### config.mk
export PLATFORM = sky130hd
export DESIGN_NAME = clock_display_and_set_controller_top
export DESIGN_NICKNAME = d
export VERILOG_FILES = /design/src/design/cdsc_pkg.sv /design/src/design/cdsc_cfg_regs.sv /design/src/design/cdsc_core.sv /design/src/design/clock_display_and_set_controller_top.sv
export SDC_FILE = /design/constraint.sdc
export NUM_CORES = 1
export LEC_CHECK = 0
export ABC_AREA = 1
export ABC_CLOCK_PERIOD_IN_PS = 8850
export BUFFER_PORTS_ARGS = -buffer_cell sky130_fd_sc_hd__buf_2
export CORE_MARGIN = 2
export CORE_UTILIZATION = 49
export CTS_BUF_LIST = sky130_fd_sc_hd__clkbuf_8
export CTS_CLUSTER_DIAMETER = 50
export DETAILED_ROUTE_END_ITERATION = 8
export PLACE_DENSITY_LB_ADDON = 0.08
export REMOVE_ABC_BUFFERS = 1
export SYNTH_ARGS = -nofsm -noshare
export SYNTH_HDL_FRONTEND = slang
export SYNTH_SLANG_ARGS = --single-unit
### constraint.sdc
create_clock -name i_clk -period 8.85 [get_ports i_clk]
set_input_delay 0 -clock i_clk [delete_from_list [all_inputs] [get_ports i_clk]]
set_output_delay 0 -clock i_clk [all_outputs]
set_load 0.005 [all_outputs]
### src/design/cdsc_pkg.sv
// Shared types and constants for the clock display and set controller.
`default_nettype none

package cdsc_pkg;

    // Request kind carried on the input tuser
    typedef enum logic [1:0] {
        REQ_TICK = 2'd0,
        REQ_KEY  = 2'd1,
        REQ_LOAD = 2'd2
    } t_req;

    typedef enum logic [2:0] {
        MODE_NORMAL = 3'd0,
        MODE_HOUR   = 3'd1,
        MODE_MINUTE = 3'd2,
        MODE_SAVE   = 3'd3,
        MODE_TEMP   = 3'd4,
        MODE_HUMID  = 3'd5
    } t_mode;

    typedef enum logic [1:0] {
        CFG_BLINK  = 2'd0,
        CFG_ADJUST = 2'd1,
        CFG_TOUCH  = 2'd2
    } t_cfg_idx;

    localparam logic [3:0] GLYPH_BLANK = 4'd10;
    localparam logic [3:0] GLYPH_P     = 4'd11;
    localparam logic [3:0] GLYPH_NONE  = 4'd12;

    // Key levels (bits 0..3, 1 = released)
    localparam logic [3:0] KEYS_IDLE = 4'hF;
    localparam logic [3:0] KEY_MODE  = 4'hE;
    localparam logic [3:0] KEY_DOWN  = 4'hD;
    localparam logic [3:0] KEY_UP    = 4'hB;
    localparam logic [3:0] KEY_BEEP  = 4'h7;

    localparam logic [10:0] MODE_HOLD_LIMIT = 11'd2001;
    localparam logic [3:0]  MODE_STEP_LAST  = 4'd9;
    localparam logic [4:0]  HOUR_MAX        = 5'd23;
    localparam logic [5:0]  MINUTE_MAX      = 6'd59;
    localparam logic [6:0]  READING_MAX     = 7'd99;
    localparam logic [2:0]  POS_COLON       = 3'd4;

    localparam logic [14:0] RST_BLINK_HALF  = 15'd400;
    localparam logic [7:0]  RST_ADJUST      = 8'd10;
    localparam logic [7:0]  RST_TOUCH       = 8'd30;

    typedef struct packed {
        logic [14:0] blink_half_period;
        logic [7:0]  adjust_repeat_ticks;
        logic [7:0]  touch_repeat_ticks;
    } t_cfg;

    typedef struct packed {
        logic [1:0] req_type;
        logic [4:0] keys;
        logic [3:0] digit_first;
        logic [3:0] digit_second;
        logic [3:0] digit_third;
        logic [3:0] digit_fourth;
        logic [6:0] temperature;
        logic [6:0] humidity;
        logic [4:0] load_hour;
        logic [5:0] load_minute;
        logic [5:0] load_second;
    } t_item;

    typedef struct packed {
        logic [2:0] position;
        logic [3:0] glyph;
        logic       colon_on;
        logic [2:0] mode;
        logic [4:0] hour;
        logic [5:0] minute;
        logic [5:0] second;
        logic       rtc_write;
        logic       beep;
    } t_result;

endpackage

`default_nettype wire

### src/design/cdsc_cfg_regs.sv
// Configuration register file: blink period and key repeat counts.
`default_nettype none

module cdsc_cfg_regs
    import cdsc_pkg::*;
(
    input  wire logic        i_clk,
    input  wire logic        i_rst_n,
    input  wire logic        i_wr,
    input  wire logic [1:0]  i_index,
    input  wire logic [14:0] i_data,
    output t_cfg             o_cfg
);

    t_cfg r_cfg;

    always_ff @(posedge i_clk) begin
        if (!i_rst_n) begin
            r_cfg.blink_half_period   <= RST_BLINK_HALF;
            r_cfg.adjust_repeat_ticks <= RST_ADJUST;
            r_cfg.touch_repeat_ticks  <= RST_TOUCH;
        end else if (i_wr) begin
            case (t_cfg_idx'(i_index))
                CFG_BLINK:  r_cfg.blink_half_period   <= i_data;
                CFG_ADJUST: r_cfg.adjust_repeat_ticks <= i_data[7:0];
                CFG_TOUCH:  r_cfg.touch_repeat_ticks  <= i_data[7:0];
                default: ;
            endcase
        end
    end

    assign o_cfg = r_cfg;

endmodule

`default_nettype wire

### src/design/cdsc_core.sv
// Panel state and the per-transaction update / glyph selection logic.
`default_nettype none

module cdsc_core
    import cdsc_pkg::*;
(
    input  wire logic  i_clk,
    input  wire logic  i_rst_n,
    input  wire logic  i_fire,
    input  wire t_item i_item,
    input  wire t_cfg  i_cfg,
    output t_result    o_res
);

    function automatic logic [3:0] div10(input logic [6:0] v);
        logic [14:0] p;
        p = 15'(v) * 15'd205;   // exact for every 7-bit v (0..127)
        return p[14:11];
    endfunction

    function automatic logic [3:0] mod10(input logic [6:0] v, input logic [3:0] q);
        logic [6:0] t;
        t = 7'(v - 7'(q) * 7'd10);
        return t[3:0];
    endfunction

    function automatic logic [3:0] digit_glyph(input logic [3:0] d);
        return (d > 4'd9) ? GLYPH_BLANK : d;
    endfunction

    t_mode       r_mode,      n_mode;
    logic [2:0]  r_scan,      n_scan;
    logic [15:0] r_blink,     n_blink;
    logic [4:0]  r_hour,      n_hour;
    logic [5:0]  r_minute,    n_minute;
    logic [5:0]  r_second,    n_second;
    logic [10:0] r_mode_hold, n_mode_hold;
    logic [3:0]  r_mode_mod,  n_mode_mod;   // mode_hold mod 10
    logic [7:0]  r_down,      n_down;
    logic [7:0]  r_up,        n_up;
    logic [7:0]  r_touch,     n_touch;

    logic [15:0] w_blink_inc;
    logic        w_on;
    logic [3:0]  w_h1, w_h0, w_m1, w_m0, w_v1, w_v0;
    logic [6:0]  w_reading;
    logic [3:0]  w_g [4];
    logic [3:0]  w_keylv;
    logic        w_touch;
    t_result     w_res;

    always_comb begin
        n_mode      = r_mode;
        n_scan      = r_scan;
        n_blink     = r_blink;
        n_hour      = r_hour;
        n_minute    = r_minute;
        n_second    = r_second;
        n_mode_hold = r_mode_hold;
        n_mode_mod  = r_mode_mod;
        n_down      = r_down;
        n_up        = r_up;
        n_touch     = r_touch;

        w_res          = '0;
        w_res.glyph    = GLYPH_NONE;

        w_blink_inc = r_blink + 16'd1;
        w_on        = 1'b0;
        w_h1 = div10({2'b00, r_hour});
        w_h0 = mod10({2'b00, r_hour}, w_h1);
        w_m1 = div10({1'b0, r_minute});
        w_m0 = mod10({1'b0, r_minute}, w_m1);
        w_reading = (r_mode == MODE_TEMP) ? i_item.temperature : i_item.humidity;
        if (w_reading > READING_MAX) begin
            w_reading = READING_MAX;
        end
        w_v1 = div10(w_reading);
        w_v0 = mod10(w_reading, w_v1);
        for (int k = 0; k < 4; k++) begin
            w_g[k] = GLYPH_NONE;
        end
        w_keylv = i_item.keys[3:0];
        w_touch = i_item.keys[4];

        case (t_req'(i_item.req_type))
            REQ_TICK: begin
                n_blink = (w_blink_inc > {i_cfg.blink_half_period, 1'b0}) ? '0 : w_blink_inc;
                w_on    = n_blink < {1'b0, i_cfg.blink_half_period};
                w_res.position = r_scan;
                case (r_mode)
                    MODE_NORMAL: begin
                        w_g[0] = digit_glyph(i_item.digit_first);
                        w_g[1] = digit_glyph(i_item.digit_second);
                        w_g[2] = digit_glyph(i_item.digit_third);
                        w_g[3] = digit_glyph(i_item.digit_fourth);
                        w_res.colon_on = (r_scan == POS_COLON) && w_on;
                    end
                    MODE_HOUR: begin
                        w_g[0] = w_on ? w_h1 : GLYPH_BLANK;
                        w_g[1] = w_on ? w_h0 : GLYPH_BLANK;
                        w_g[2] = w_m1;
                        w_g[3] = w_m0;
                        w_res.colon_on = (r_scan == POS_COLON);
                    end
                    MODE_MINUTE: begin
                        w_g[0] = w_h1;
                        w_g[1] = w_h0;
                        w_g[2] = w_on ? w_m1 : GLYPH_BLANK;
                        w_g[3] = w_on ? w_m0 : GLYPH_BLANK;
                        w_res.colon_on = (r_scan == POS_COLON);
                    end
                    MODE_SAVE: begin
                        w_res.rtc_write = 1'b1;
                        n_mode = MODE_NORMAL;
                    end
                    MODE_TEMP, MODE_HUMID: begin
                        w_g[0] = GLYPH_P;
                        w_g[1] = (r_mode == MODE_TEMP) ? 4'd1 : 4'd2;
                        w_g[2] = w_v1;
                        w_g[3] = w_v0;
                        w_res.colon_on = (r_scan == POS_COLON);
                    end
                    default: ;
                endcase
                if (r_mode == MODE_NORMAL || r_mode == MODE_HOUR || r_mode == MODE_MINUTE
                    || r_mode == MODE_TEMP || r_mode == MODE_HUMID) begin
                    w_res.glyph = (r_scan == POS_COLON) ? GLYPH_BLANK : w_g[r_scan[1:0]];
                end
                n_scan = (r_scan >= POS_COLON) ? 3'd0 : 3'(r_scan + 3'd1);
            end
            REQ_KEY: begin
                if (w_keylv == KEYS_IDLE && !w_touch) begin
                    n_mode_hold = '0;
                    n_mode_mod  = '0;
                    n_down      = '0;
                    n_up        = '0;
                    n_touch     = '0;
                end else if (w_keylv == KEY_MODE && !w_touch) begin
                    w_res.beep = 1'b1;
                    if (r_mode_hold < MODE_HOLD_LIMIT) begin
                        n_mode_hold = 11'(r_mode_hold + 11'd1);
                        n_mode_mod  = (r_mode_mod == MODE_STEP_LAST) ? 4'd0
                                                                     : 4'(r_mode_mod + 4'd1);
                    end
                    if (n_mode_mod == 4'd0) begin
                        n_mode = (r_mode > MODE_MINUTE) ? MODE_NORMAL
                                                        : t_mode'(3'(r_mode) + 3'd1);
                    end
                end else if (w_keylv == KEY_DOWN && !w_touch) begin
                    w_res.beep = 1'b1;
                    if (r_down < i_cfg.adjust_repeat_ticks) begin
                        n_down = 8'(r_down + 8'd1);
                    end else begin
                        n_down = '0;
                        if (r_mode == MODE_HOUR) begin
                            n_hour = (r_hour > 5'd0) ? 5'(r_hour - 5'd1) : HOUR_MAX;
                        end else if (r_mode == MODE_MINUTE) begin
                            n_minute = (r_minute > 6'd0) ? 6'(r_minute - 6'd1) : MINUTE_MAX;
                        end
                    end
                end else if (w_keylv == KEY_UP && !w_touch) begin
                    w_res.beep = 1'b1;
                    if (r_up < i_cfg.adjust_repeat_ticks) begin
                        n_up = 8'(r_up + 8'd1);
                    end else begin
                        n_up = '0;
                        if (r_mode == MODE_HOUR) begin
                            n_hour = (r_hour < HOUR_MAX) ? 5'(r_hour + 5'd1) : 5'd0;
                        end else if (r_mode == MODE_MINUTE) begin
                            n_minute = (r_minute < MINUTE_MAX) ? 6'(r_minute + 6'd1) : 6'd0;
                        end
                    end
                end else if (w_keylv == KEY_BEEP && !w_touch) begin
                    w_res.beep = 1'b1;
                end else if (w_keylv == KEYS_IDLE && w_touch) begin
                    if (r_touch < i_cfg.touch_repeat_ticks) begin
                        n_touch = 8'(r_touch + 8'd1);
                    end else begin
                        n_touch = '0;
                        case (r_mode)
                            MODE_NORMAL: n_mode = MODE_TEMP;
                            MODE_TEMP:   n_mode = MODE_HUMID;
                            MODE_HOUR,
                            MODE_MINUTE: n_mode = MODE_SAVE;
                            MODE_HUMID:  n_mode = MODE_NORMAL;
                            default: ;
                        endcase
                    end
                end
            end
            REQ_LOAD: begin
                n_hour   = (i_item.load_hour > HOUR_MAX) ? HOUR_MAX : i_item.load_hour;
                n_minute = (i_item.load_minute > MINUTE_MAX) ? MINUTE_MAX : i_item.load_minute;
                n_second = (i_item.load_second > MINUTE_MAX) ? MINUTE_MAX : i_item.load_second;
            end
            default: ;
        endcase

        w_res.mode   = 3'(n_mode);
        w_res.hour   = n_hour;
        w_res.minute = n_minute;
        w_res.second = n_second;
    end

    always_ff @(posedge i_clk) begin
        if (!i_rst_n) begin
            r_mode      <= MODE_NORMAL;
            r_scan      <= '0;
            r_blink     <= '0;
            r_hour      <= '0;
            r_minute    <= '0;
            r_second    <= '0;
            r_mode_hold <= '0;
            r_mode_mod  <= '0;
            r_down      <= '0;
            r_up        <= '0;
            r_touch     <= '0;
        end else if (i_fire) begin
            r_mode      <= n_mode;
            r_scan      <= n_scan;
            r_blink     <= n_blink;
            r_hour      <= n_hour;
            r_minute    <= n_minute;
            r_second    <= n_second;
            r_mode_hold <= n_mode_hold;
            r_mode_mod  <= n_mode_mod;
            r_down      <= n_down;
            r_up        <= n_up;
            r_touch     <= n_touch;
        end
    end

    assign o_res = w_res;

endmodule

`default_nettype wire

### src/design/clock_display_and_set_controller_top.sv
// Top level: stream ports, input and result registers, configuration port.
//
// Four-digit clock panel controller. Each input transaction is a refresh
// tick, a key sample or a time load (kind on s_axis_tuser); each gives
// exactly one result transaction on the master side carrying the scanned
// position and glyph, colon, mode, stored time and the rtc_write / beep flags.
// An accepted transaction is registered in the input register, processed
// into the result register and then presented as valid on m_axis_*.
// Throughput: one transaction per cycle unless the receiver stalls; the
// panel state updates in one pass of logic between the two registers.
// When the receiver stalls, the result is held in the output register and
// one more transaction waits in the input register; s_axis_tready drops
// only when both are full.
// Configuration writes (i_cfg_*) are always taken (o_cfg_ready is high) and
// should be issued only while no transaction is in flight. Index 0 blink
// half period, 1 adjust repeat, 2 touch repeat; other indexes are ignored.
// Reset (i_rst_n low, synchronous) empties both registers, restores the
// register defaults and clears mode, time, scan and hold counters.
`default_nettype none

module clock_display_and_set_controller_top
    import cdsc_pkg::*;
(
    input  wire logic        i_clk,
    input  wire logic        i_rst_n,
    // configuration write channel
    input  wire logic        i_cfg_valid,
    output logic             o_cfg_ready,
    input  wire logic [1:0]  i_cfg_index,
    input  wire logic [14:0] i_cfg_data,
    // input stream
    input  wire logic        s_axis_tvalid,
    output logic             s_axis_tready,
    // [4:0] keys, [8:5] digit_first, [12:9] digit_second, [16:13] digit_third,
    // [20:17] digit_fourth, [27:21] temperature, [34:28] humidity,
    // [39:35] load_hour, [45:40] load_minute, [51:46] load_second, [55:52] zero
    input  wire logic [55:0] s_axis_tdata,
    // [1:0] req_type
    input  wire logic [1:0]  s_axis_tuser,
    // result stream
    output logic             m_axis_tvalid,
    input  wire logic        m_axis_tready,
    // [2:0] position, [6:3] glyph, [7] colon_on, [10:8] mode, [15:11] hour,
    // [21:16] minute, [27:22] second, [28] rtc_write, [29] beep, [31:30] zero
    output logic [31:0]      m_axis_tdata
);

    t_cfg    w_cfg;
    t_item   w_item;
    t_result w_res;
    logic    w_adv;
    logic    w_fire;

    logic    r_in_valid;
    t_item   r_in_item;
    logic    r_out_valid;
    t_result r_out;

    assign o_cfg_ready = 1'b1;

    cdsc_cfg_regs u_cfg (
        .i_clk   (i_clk),
        .i_rst_n (i_rst_n),
        .i_wr    (i_cfg_valid),
        .i_index (i_cfg_index),
        .i_data  (i_cfg_data),
        .o_cfg   (w_cfg)
    );

    always_comb begin
        w_item.req_type     = s_axis_tuser;
        w_item.keys         = s_axis_tdata[4:0];
        w_item.digit_first  = s_axis_tdata[8:5];
        w_item.digit_second = s_axis_tdata[12:9];
        w_item.digit_third  = s_axis_tdata[16:13];
        w_item.digit_fourth = s_axis_tdata[20:17];
        w_item.temperature  = s_axis_tdata[27:21];
        w_item.humidity     = s_axis_tdata[34:28];
        w_item.load_hour    = s_axis_tdata[39:35];
        w_item.load_minute  = s_axis_tdata[45:40];
        w_item.load_second  = s_axis_tdata[51:46];
    end

    assign w_adv         = !r_out_valid || m_axis_tready;
    assign w_fire        = r_in_valid && w_adv;
    assign s_axis_tready = !r_in_valid || w_adv;

    always_ff @(posedge i_clk) begin
        if (!i_rst_n) begin
            r_in_valid <= 1'b0;
        end else if (s_axis_tready) begin
            r_in_valid <= s_axis_tvalid;
        end
    end

    always_ff @(posedge i_clk) begin
        if (s_axis_tready && s_axis_tvalid) begin
            r_in_item <= w_item;
        end
    end

    cdsc_core u_core (
        .i_clk   (i_clk),
        .i_rst_n (i_rst_n),
        .i_fire  (w_fire),
        .i_item  (r_in_item),
        .i_cfg   (w_cfg),
        .o_res   (w_res)
    );

    always_ff @(posedge i_clk) begin
        if (!i_rst_n) begin
            r_out_valid <= 1'b0;
        end else if (w_adv) begin
            r_out_valid <= r_in_valid;
        end
    end

    always_ff @(posedge i_clk) begin
        if (w_fire) begin
            r_out <= w_res;
        end
    end

    assign m_axis_tvalid = r_out_valid;
    assign m_axis_tdata  = {2'b00, r_out.beep, r_out.rtc_write, r_out.second, r_out.minute,
                            r_out.hour, r_out.mode, r_out.colon_on, r_out.glyph,
                            r_out.position};

    a_colon_at_pos: assert property (@(posedge i_clk) disable iff (!i_rst_n)
        r_out_valid && r_out.colon_on |-> r_out.position == POS_COLON)
        else $error("colon lit away from the colon position");

    a_save_result: assert property (@(posedge i_clk) disable iff (!i_rst_n)
        r_out_valid && r_out.rtc_write |-> r_out.glyph == GLYPH_NONE
            && r_out.mode == 3'(MODE_NORMAL) && !r_out.colon_on)
        else $error("save result does not return to normal with no drive");

    a_time_range: assert property (@(posedge i_clk) disable iff (!i_rst_n)
        r_out_valid |-> r_out.hour <= HOUR_MAX && r_out.minute <= MINUTE_MAX
            && r_out.second <= MINUTE_MAX)
        else $error("stored time out of range");

    a_beep_key_only: assert property (@(posedge i_clk) disable iff (!i_rst_n)
        r_out_valid && r_out.beep |-> r_out.glyph == GLYPH_NONE && r_out.position == 3'd0)
        else $error("beep on a refresh tick result");

    a_fire_fills_out: assert property (@(posedge i_clk) disable iff (!i_rst_n)
        w_fire |=> r_out_valid)
        else $error("processed transaction lost before the result register");

endmodule

`default_nettype wire
==> results of run 1 <==
-- cells in the mapped netlist (10+ instances only) --
master / n / share of area
fa_1: 19 / 0.029
nand4_1: 22 / 0.011
nor2_1: 131 / 0.038
inv_1: 253 / 0.072
a21oi_1: 122 / 0.047
nor3_1: 12 / 0.0046
a211oi_1: 10 / 0.0057
o211ai_1: 25 / 0.014
nand2_1: 278 / 0.080
o21ai_1: 16 / 0.0061
nand3_1: 79 / 0.030
ha_1: 164 / 0.16
o21ai_0: 98 / 0.037
clkbuf_1: 27 / 0.0077
dfxtp_1: 111 / 0.17
xor2_1: 46 / 0.031
edfxtp_1: 84 / 0.19
-- worst min path at each step --
stage / depth (start not counted) / from / slack [ns] / to
5_1_grt: 5 / i_cfg_valid / 0.09 / u_cfg.o_cfg[3]
6_report: 6 / i_cfg_valid / 0.08 / u_cfg.o_cfg[2]
3_5_place_dp: 1 / s_axis_tdata[12] / 0.18 / r_in_item[42]
3_3_place_gp: 1 / s_axis_tdata[36] / 0.18 / r_in_item[13]
4_1_cts: 6 / i_cfg_valid / 0.05 / u_cfg.o_cfg[1]
2_1_floorplan: 1 / i_rst_n / 0.1 / u_cfg.o_cfg[11]
-- registers in the layout, indices dropped and copies added (netlist names) --
name and flops:
u_core.r_minute 6, r_in_valid 1, u_core.r_blink 16, r_in_item 54, u_core.r_touch 8, u_core.r_scan 3
u_core.r_down 8, u_core.r_second 6, u_core.r_mode_hold 11, u_core.r_up 8, u_core.r_mode 3, u_core.r_hour 5
m_axis_tvalid 1, m_axis_tdata 30, u_core.r_mode_mod 4, u_cfg.o_cfg 31
-- kinds of logic (layout without fill, tap and decap cells) --
group / after synthesis / after routing / synth area share
AND/OR/NAND/NOR: 575 / 575 / 0.192
other: 2 / 3 / 0.000573
XOR/XNOR: 56 / 56 / 0.0380
AO/OA/AOI/OAI: 304 / 304 / 0.132
adder cells (fa/ha/maj): 183 / 183 / 0.186
multiplexers: 2 / 2 / 0.00153
flip-flops: 195 / 195 / 0.362
buffers and inverters: 299 / 485 / 0.0884
-- through the flow --
stage                     area (um^2)   util  power, mW  cells
after floorplan                 12900      -       1.54   1582
after detailed placement        13900  0.533       1.72   2028
after global placement          13900  0.533       1.71   2028
final                           15100  0.579       2.36   2138
after CTS                       15100  0.579       2.38   2138
after global routing            15100  0.579       2.53   2138
-- layer usage --
metal	vias up	GRT usage	share of wire	wire length, um
li1	5711	-	-	-
met1	5088	0.290	0.48	14300
met2	188	0.388	0.48	14400
met3	15	0.0317	0.033	982
met4	0	0.0439	0.0075	224
met5	-	0	0	0
-- power by group --
part | leakage, nW | switching, mW | internal, mW
sequential | 1.71 | 0.0305 | 0.983
combinational | 5.23 | 0.429 | 0.285
clock | 0.215 | 0.361 | 0.266
total | 7.16 | 0.821 | 1.53
-- final cells by class --
cell class                 count  area [um^2]  area share
clock buffer                  17          234      0.0155
clock inverter                14          186      0.0123
inverter                     264          991      0.0655
multi-input combinational   1123         7200       0.476
sequential                   195         4740       0.313
tap                          335          419      0.0277
timing repair buffer         190         1360      0.0896
-- timing repair --
item | 4_1_cts | 5_1_grt
hold buffers | 79 | 0
resized for setup | 0 | 0
hold endpoints to repair | 87 | 0
-- tightest hold or removal path: cells and delay by family --
kind | cells | cell delay, ns
compound gates | 1 | 0.07
buf+inv | 3 | 0.34
simple gates | 2 | 0.11
==> impl_metrics.csv, run 1 <==
group,metric,value,unit
power,irDropWorstVdd,92.1,uV
clock_network,path_clk_slew,0.11,ns
synthesis,synth_edf_count,84,
clock_network,cts_tree,"built",
clock_network,cts_buffers,17,
route,first_iter_violations,521,
flow_run,maxCapViolations,0,
timing,tns,0,ns
status,status,"complete, but fails checks",
clock_network,cts_max_level,4,
grt,grt_first_pass_wirelength,50.7,mm
cells_and_area,drive_gt1_frac,0.105,
route,drt_first_pass_iters,7,
route,routed_wl,29.9,mm
grt,grt_pass1_vias,10727,
critical_path,cp_max_fo,13,
timing,hold_viol_final,0,
critical_path,cp.required,9.08,ns
placed_design,dpl_worst_slack,2.73,ns
critical_path,reg2reg_to,"m_axis_tdata[5]",
clock_network,cts_root_buffer,"clkbuf_8",
route,ant_nets,0,
synthesis,syn_area,13100,um^2
route,via_per_inst,5.15,
route,drc_errors,6,
placed_design,gp_congestion,0.892,
critical_path,cp_slowest_cell,"fa_1",
synthesis,ys_seq_area_frac,0.362,
floorplanning,ios,115,
critical_path,critical_path_depth,29,
clock_network,cts.sink_count,195,
grt,grt_overflow,0,
timing,setup_ws,2.68,ns
timing,finalCritPeriodShare,0.697,
clock_network,postCtsSetupBuffers,0,
critical_path,cpPeakStageDelay,0.55,ns
timing,finalMaxSlewViolations,0,
placed_design,dp_hpwl,22.4,mm
grt,antenna_found_initial,0,
timing,slew_headroom,0.288,
critical_path,rrSetupSlack,2.68,ns
power,powerDensity,156,nW/um^2
route,routedWlPerCell,14.0,um
critical_path,worstSetupPathType,"reg2reg",
synthesis,ys_types,57,
critical_path,crit_family,"adder cells",
critical_path,crit_arrival,6.40,ns
synthesis,async_flop_share,0,
cells_and_area,n_antenna_cell,0,
critical_path,cp-endpoint,"m_axis_tdata[5]",
placed_design,port_buffers,107,
floorplanning,design.core.area,26100,um^2
floorplanning,dieHeight,168,um
synthesis,yosysWarnings,0,
critical_path,crit_start,"u_core.r_mode[1]",
timing,setup_violations,0,
grt,grt_max_degree,64,
critical_path,reg2reg_from,"u_core.r_mode[1]",
grt,track_usage,0.220,
cells_and_area,area_growth,15.5,%
clock_network,clockBufferDepth,2,
critical_path,critPathMostFrequentCell,"nand2_1",
power,power.leakage,7.16,nW
route,vias,11002,
cells_and_area,fin_nets,2054,
floorplanning,rows,59,
cells_and_area,layout_commonest_cell,"nand2_1",
critical_path,critPathLaunchType,"flop",
timing,fin_crit,6.17,ns
critical_path,end_kind,"flop",
timing,hold-worst-slack,0.0826,ns
floorplanning,design.die.area,28100,um^2
timing,clock_skew,0.0226,ns
floorplanning,start_util,0.501,
timing,max_freq,162,MHz
cells_and_area,filler_cell_count,2451,
floorplanning,die_w,168,um
timing,rsz0062_at_grt,"no",
min_path,hp-class,"in2reg",
critical_path,path_buf_inv,5,
synthesis,syn-instance-count,1616,
synthesis,synthFlopType,"dfxtp_1",
synthesis,postSynthAreaPerCell,8.11,um^2
critical_path,worst-r2r-cell-count,29,
status,violations,"DRC",
synthesis,synth.ff_latch_count,195,
timing,worst_pin_slew,1.07,ns
cells_and_area,mostFrequentLayoutCells,"nand2_1, inv_1, ha_1, nor2_1, a21oi_1",
clock_network,clk_latency,0.48,ns
Note: power is estimated with default switching activity, not from simulation.
==> run 2, diff against run 1 <==
--- a/config.mk
+++ b/config.mk
@@ -5,8 +5,8 @@
 export SDC_FILE = /design/constraint.sdc
 export NUM_CORES = 1
 export LEC_CHECK = 0
-export ABC_AREA = 1
-export ABC_CLOCK_PERIOD_IN_PS = 8850
+export ABC_AREA = 0
+export ABC_CLOCK_PERIOD_IN_PS = 5600
 export BUFFER_PORTS_ARGS = -buffer_cell sky130_fd_sc_hd__buf_2
 export CORE_MARGIN = 2
 export CORE_UTILIZATION = 49
==> constraint.sdc (replaced) <==
create_clock -name i_clk -period 5.6 [get_ports i_clk]
set_input_delay 0 -clock i_clk [delete_from_list [all_inputs] [get_ports i_clk]]
set_output_delay 0 -clock i_clk [all_outputs]
set_load 0.005 [all_outputs]
==> run 2 against run 1 <==
The flow finishes with violations (setup timing); cell area grew 6.9%; die area rose by 0.80%; first-iteration DRC count rose by 57%; non-clock buffer count grew 78; clock skew grew 0.0017 ns; global-route usage is 2.7 points higher; via count grew 3.7%; critical endpoint is now m_axis_tdata[6]; largest cell class unchanged; largest power group unchanged.
==> impl_metrics.csv, run 2 <==
group,metric,value,unit
synthesis,syn-instance-count,1442,
floorplanning,design.die.area,28300,um^2
cells_and_area,regMostFlops,"r_in_item",
grt,track_usage,0.247,
cells_and_area,drive_gt1_frac,0.171,
floorplanning,rows,60,
floorplanning,dieHeight,168,um
timing,finalCritPeriodShare,1.05,
route,routed_wl,35.1,mm
grt,grt_overflow,0,
placed_design,dp_hpwl,24.2,mm
floorplanning,ios,115,
timing,tns,-0.302,ns
grt,grt_first_pass_wirelength,56.0,mm
cells_and_area,area_growth,22.5,%
critical_path,path_buf_inv,7,
clock_network,cts.sink_count,195,
route,drc_errors,0,
clock_network,cts_root_buffer,"clkbuf_8",
timing,rsz0062_at_grt,"yes",
synthesis,ys_types,85,
cells_and_area,filler_cell_count,2325,
synthesis,ys_seq_area_frac,0.359,
synthesis,netlist_top_cells_count,"ha_1, nand2_1, inv_1, dfxtp_1, nor2_1",
timing,setup_ws,-0.302,ns
power,powerDensity,220,nW/um^2
clock_network,cts_buffers,17,
critical_path,crit_family,"adder cells",
grt,grt_pass1_vias,11037,
synthesis,postSynthAreaPerCell,9.16,um^2
min_path,hp-class,"in2reg",
critical_path,worstSetupPathType,"reg2reg",
critical_path,end_kind,"flop",
clock_network,clockBufferDepth,2,
clock_network,clk_latency,0.50,ns
grt,grt_max_degree,86,
critical_path,crit_arrival,6.16,ns
floorplanning,design.core.area,26700,um^2
cells_and_area,register_area,4750,um^2
cells_and_area,multiInputGateArea,8140,um^2
timing,worst_pin_slew,1.20,ns
cells_and_area,largest_reg_flops,54,
synthesis,synthFlopType,"dfxtp_1",
clock_network,cts_max_level,4,
route,via_per_inst,5.61,
synthesis,async_flop_share,0,
timing,setup_violations,1,
timing,fin_crit,5.90,ns
clock_network,cts_tree,"built",
route,drt_first_pass_iters,7,
critical_path,cpPeakStageDelay,0.54,ns
cells_and_area,layout_commonest_cell,"nand2_1",
critical_path,cp.required,5.86,ns
critical_path,critPathMostFrequentCell,"inv_1",
placed_design,gp_congestion,0.908,
route,routedWlPerCell,17.3,um
cells_and_area,mostFrequentLayoutCells,"nand2_1, ha_1, dfxtp_1, inv_1, buf_2",
status,violations,"setup timing",
cells_and_area,fin_nets,1943,
cells_and_area,n_antenna_cell,0,
timing,slew_headroom,0.196,
timing,hold_viol_final,0,
route,first_iter_violations,817,
synthesis,synth_area_leaders,"edfxtp_1, dfxtp_1, ha_1",
flow_run,maxCapViolations,0,
synthesis,synth.ff_latch_count,195,
critical_path,critPathLaunchType,"flop",
placed_design,dpl_worst_slack,-0.634,ns
timing,finalMaxSlewViolations,0,
synthesis,yosysMostFrequentCell,"ha_1",
synthesis,synth_top_area_frac,0.191,
timing,max_freq,169,MHz
route,vias,11414,
synthesis,synth_area_leader_cell,"edfxtp_1",
critical_path,cp_max_fo,4,
power,power.leakage,6.92,nW
timing,clock_skew,0.0242,ns
floorplanning,die_w,168,um
status,status,"complete, but fails checks",
synthesis,synth_edf_count,84,
power,irDropWorstVdd,197,uV
grt,antenna_found_initial,1,
synthesis,yosysWarnings,0,
critical_path,cp_slowest_cell,"fa_1",
synthesis,syn_area,13200,um^2
floorplanning,start_util,0.494,
power,p_total,3.55,mW
route,ant_nets,0,
clock_network,path_clk_slew,0.11,ns
placed_design,port_buffers,107,
==> run 2: cell types whose count changed after synthesis, sizes merged, moves of 19 or more <==
| cell | previous run | this run |
|---|---|---|
| nand3 | 82 | 62 |
| nor2 | 136 | 87 |
| xnor2 | 9 | 28 |
| a31oi | 3 | 22 |
| and2 | 0 | 26 |
| a21boi | 3 | 38 |
| o21ai | 116 | 69 |
| inv | 262 | 119 |
| nor2b | 0 | 24 |
| a21oi | 122 | 65 |
| nand2 | 289 | 161 |
==> run 2: layout make-up <==
| cell class | count | share of cell area |
|---|---|---|
| flip-flops and latches | 195 | 0.293 |
| repair buffers | 268 | 0.123 |
| clock inverters | 15 | 0.0121 |
| inverters | 120 | 0.0278 |
| well taps | 341 | 0.0264 |
| multi-input cells | 1078 | 0.503 |
| clock buffers | 17 | 0.0145 |
==> run 2: report_power, final <==
part	switching [mW]	internal (mW)	leakage [nW]	total [mW]
Clock	0.597	0.419	0.215	1.02
Combinational	0.475	0.490	5.00	0.965
Sequential	0.0366	1.54	1.71	1.57
==> run 2: final timing paths <==
check | start | endpoint | slack (ns) | depth (start not counted)
max | u_core.r_mode[0] | m_axis_tdata[6] | -0.30 | 27
min | i_rst_n | u_cfg.o_cfg[2] | 0.13 | 3
max reg2reg | u_core.r_mode[0] | m_axis_tdata[6] | -0.30 | 27
min reg2reg | u_core.r_second[5] | u_core.r_second[5] | 0.47 | 2
==> run 2: stage by stage <==
| stage | cell area [um^2] | std cells | util | hold WS, ns |
|---|---|---|---|---|
| final | 16200 | 2034 | 0.605 | 0.125 |
| after global routing | 16200 | 2034 | 0.605 | 0.136 |
| after CTS | 16000 | 2029 | 0.599 | 0.108 |
| after detailed placement | 14300 | 1888 | 0.536 | 0.178 |
| after global placement | 14300 | 1888 | 0.536 | 0.176 |
| after floorplan | 13000 | 1393 | - | 0.0619 |
==> run 2: cells by family after synthesis <==
kind of cell | Yosys count | share of synthesized area
AO/OA/AOI/OAI | 330 | 0.172
XOR/XNOR | 60 | 0.0408
adder cells (fa/ha/maj) | 183 | 0.184
buffers and inverters | 170 | 0.0501
flip-flops | 195 | 0.359
multiplexers | 20 | 0.0156
other | 2 | 0.000569
AND/OR/NAND/NOR | 482 | 0.178
==> run 2: per-layer routing <==
layer	track usage	wire length, um
met2	0.409	16100
met4	0.0603	603
met1	0.341	16700
met3	0.0393	1690
met5	0	7
==> run 2: timing repair <==
item                                    CTS  global route
hold endpoints to repair                 87             0
buffers inserted                         20             5
resized for setup                        43            31
hold buffers                             89             0
pin swaps                                30            27
endpoints found under the setup margin    2             4
==> run 2: worst reg2reg max path: stages (launching register included) <==
cell	delay (ns)
dfxtp_2	0.34
inv_2	0.08
ha_4	0.14
and2_4	0.18
buf_6	0.13
nand2_4	0.05
a21oi_4	0.26
ha_4	0.16
inv_1	0.05
fa_1	0.54
inv_1	0.06
ha_1	0.29
inv_2	0.04
fa_1	0.53
inv_1	0.05
ha_2	0.17
a21o_4	0.23
a2111oi_4	0.36
o21ai_2	0.14
buf_6	0.15
a31oi_4	0.18
xnor2_2	0.10
fa_2	0.37
xnor2_2	0.18
xnor3_1	0.33
xor2_1	0.14
nor3_1	0.06
o32a_1	0.36
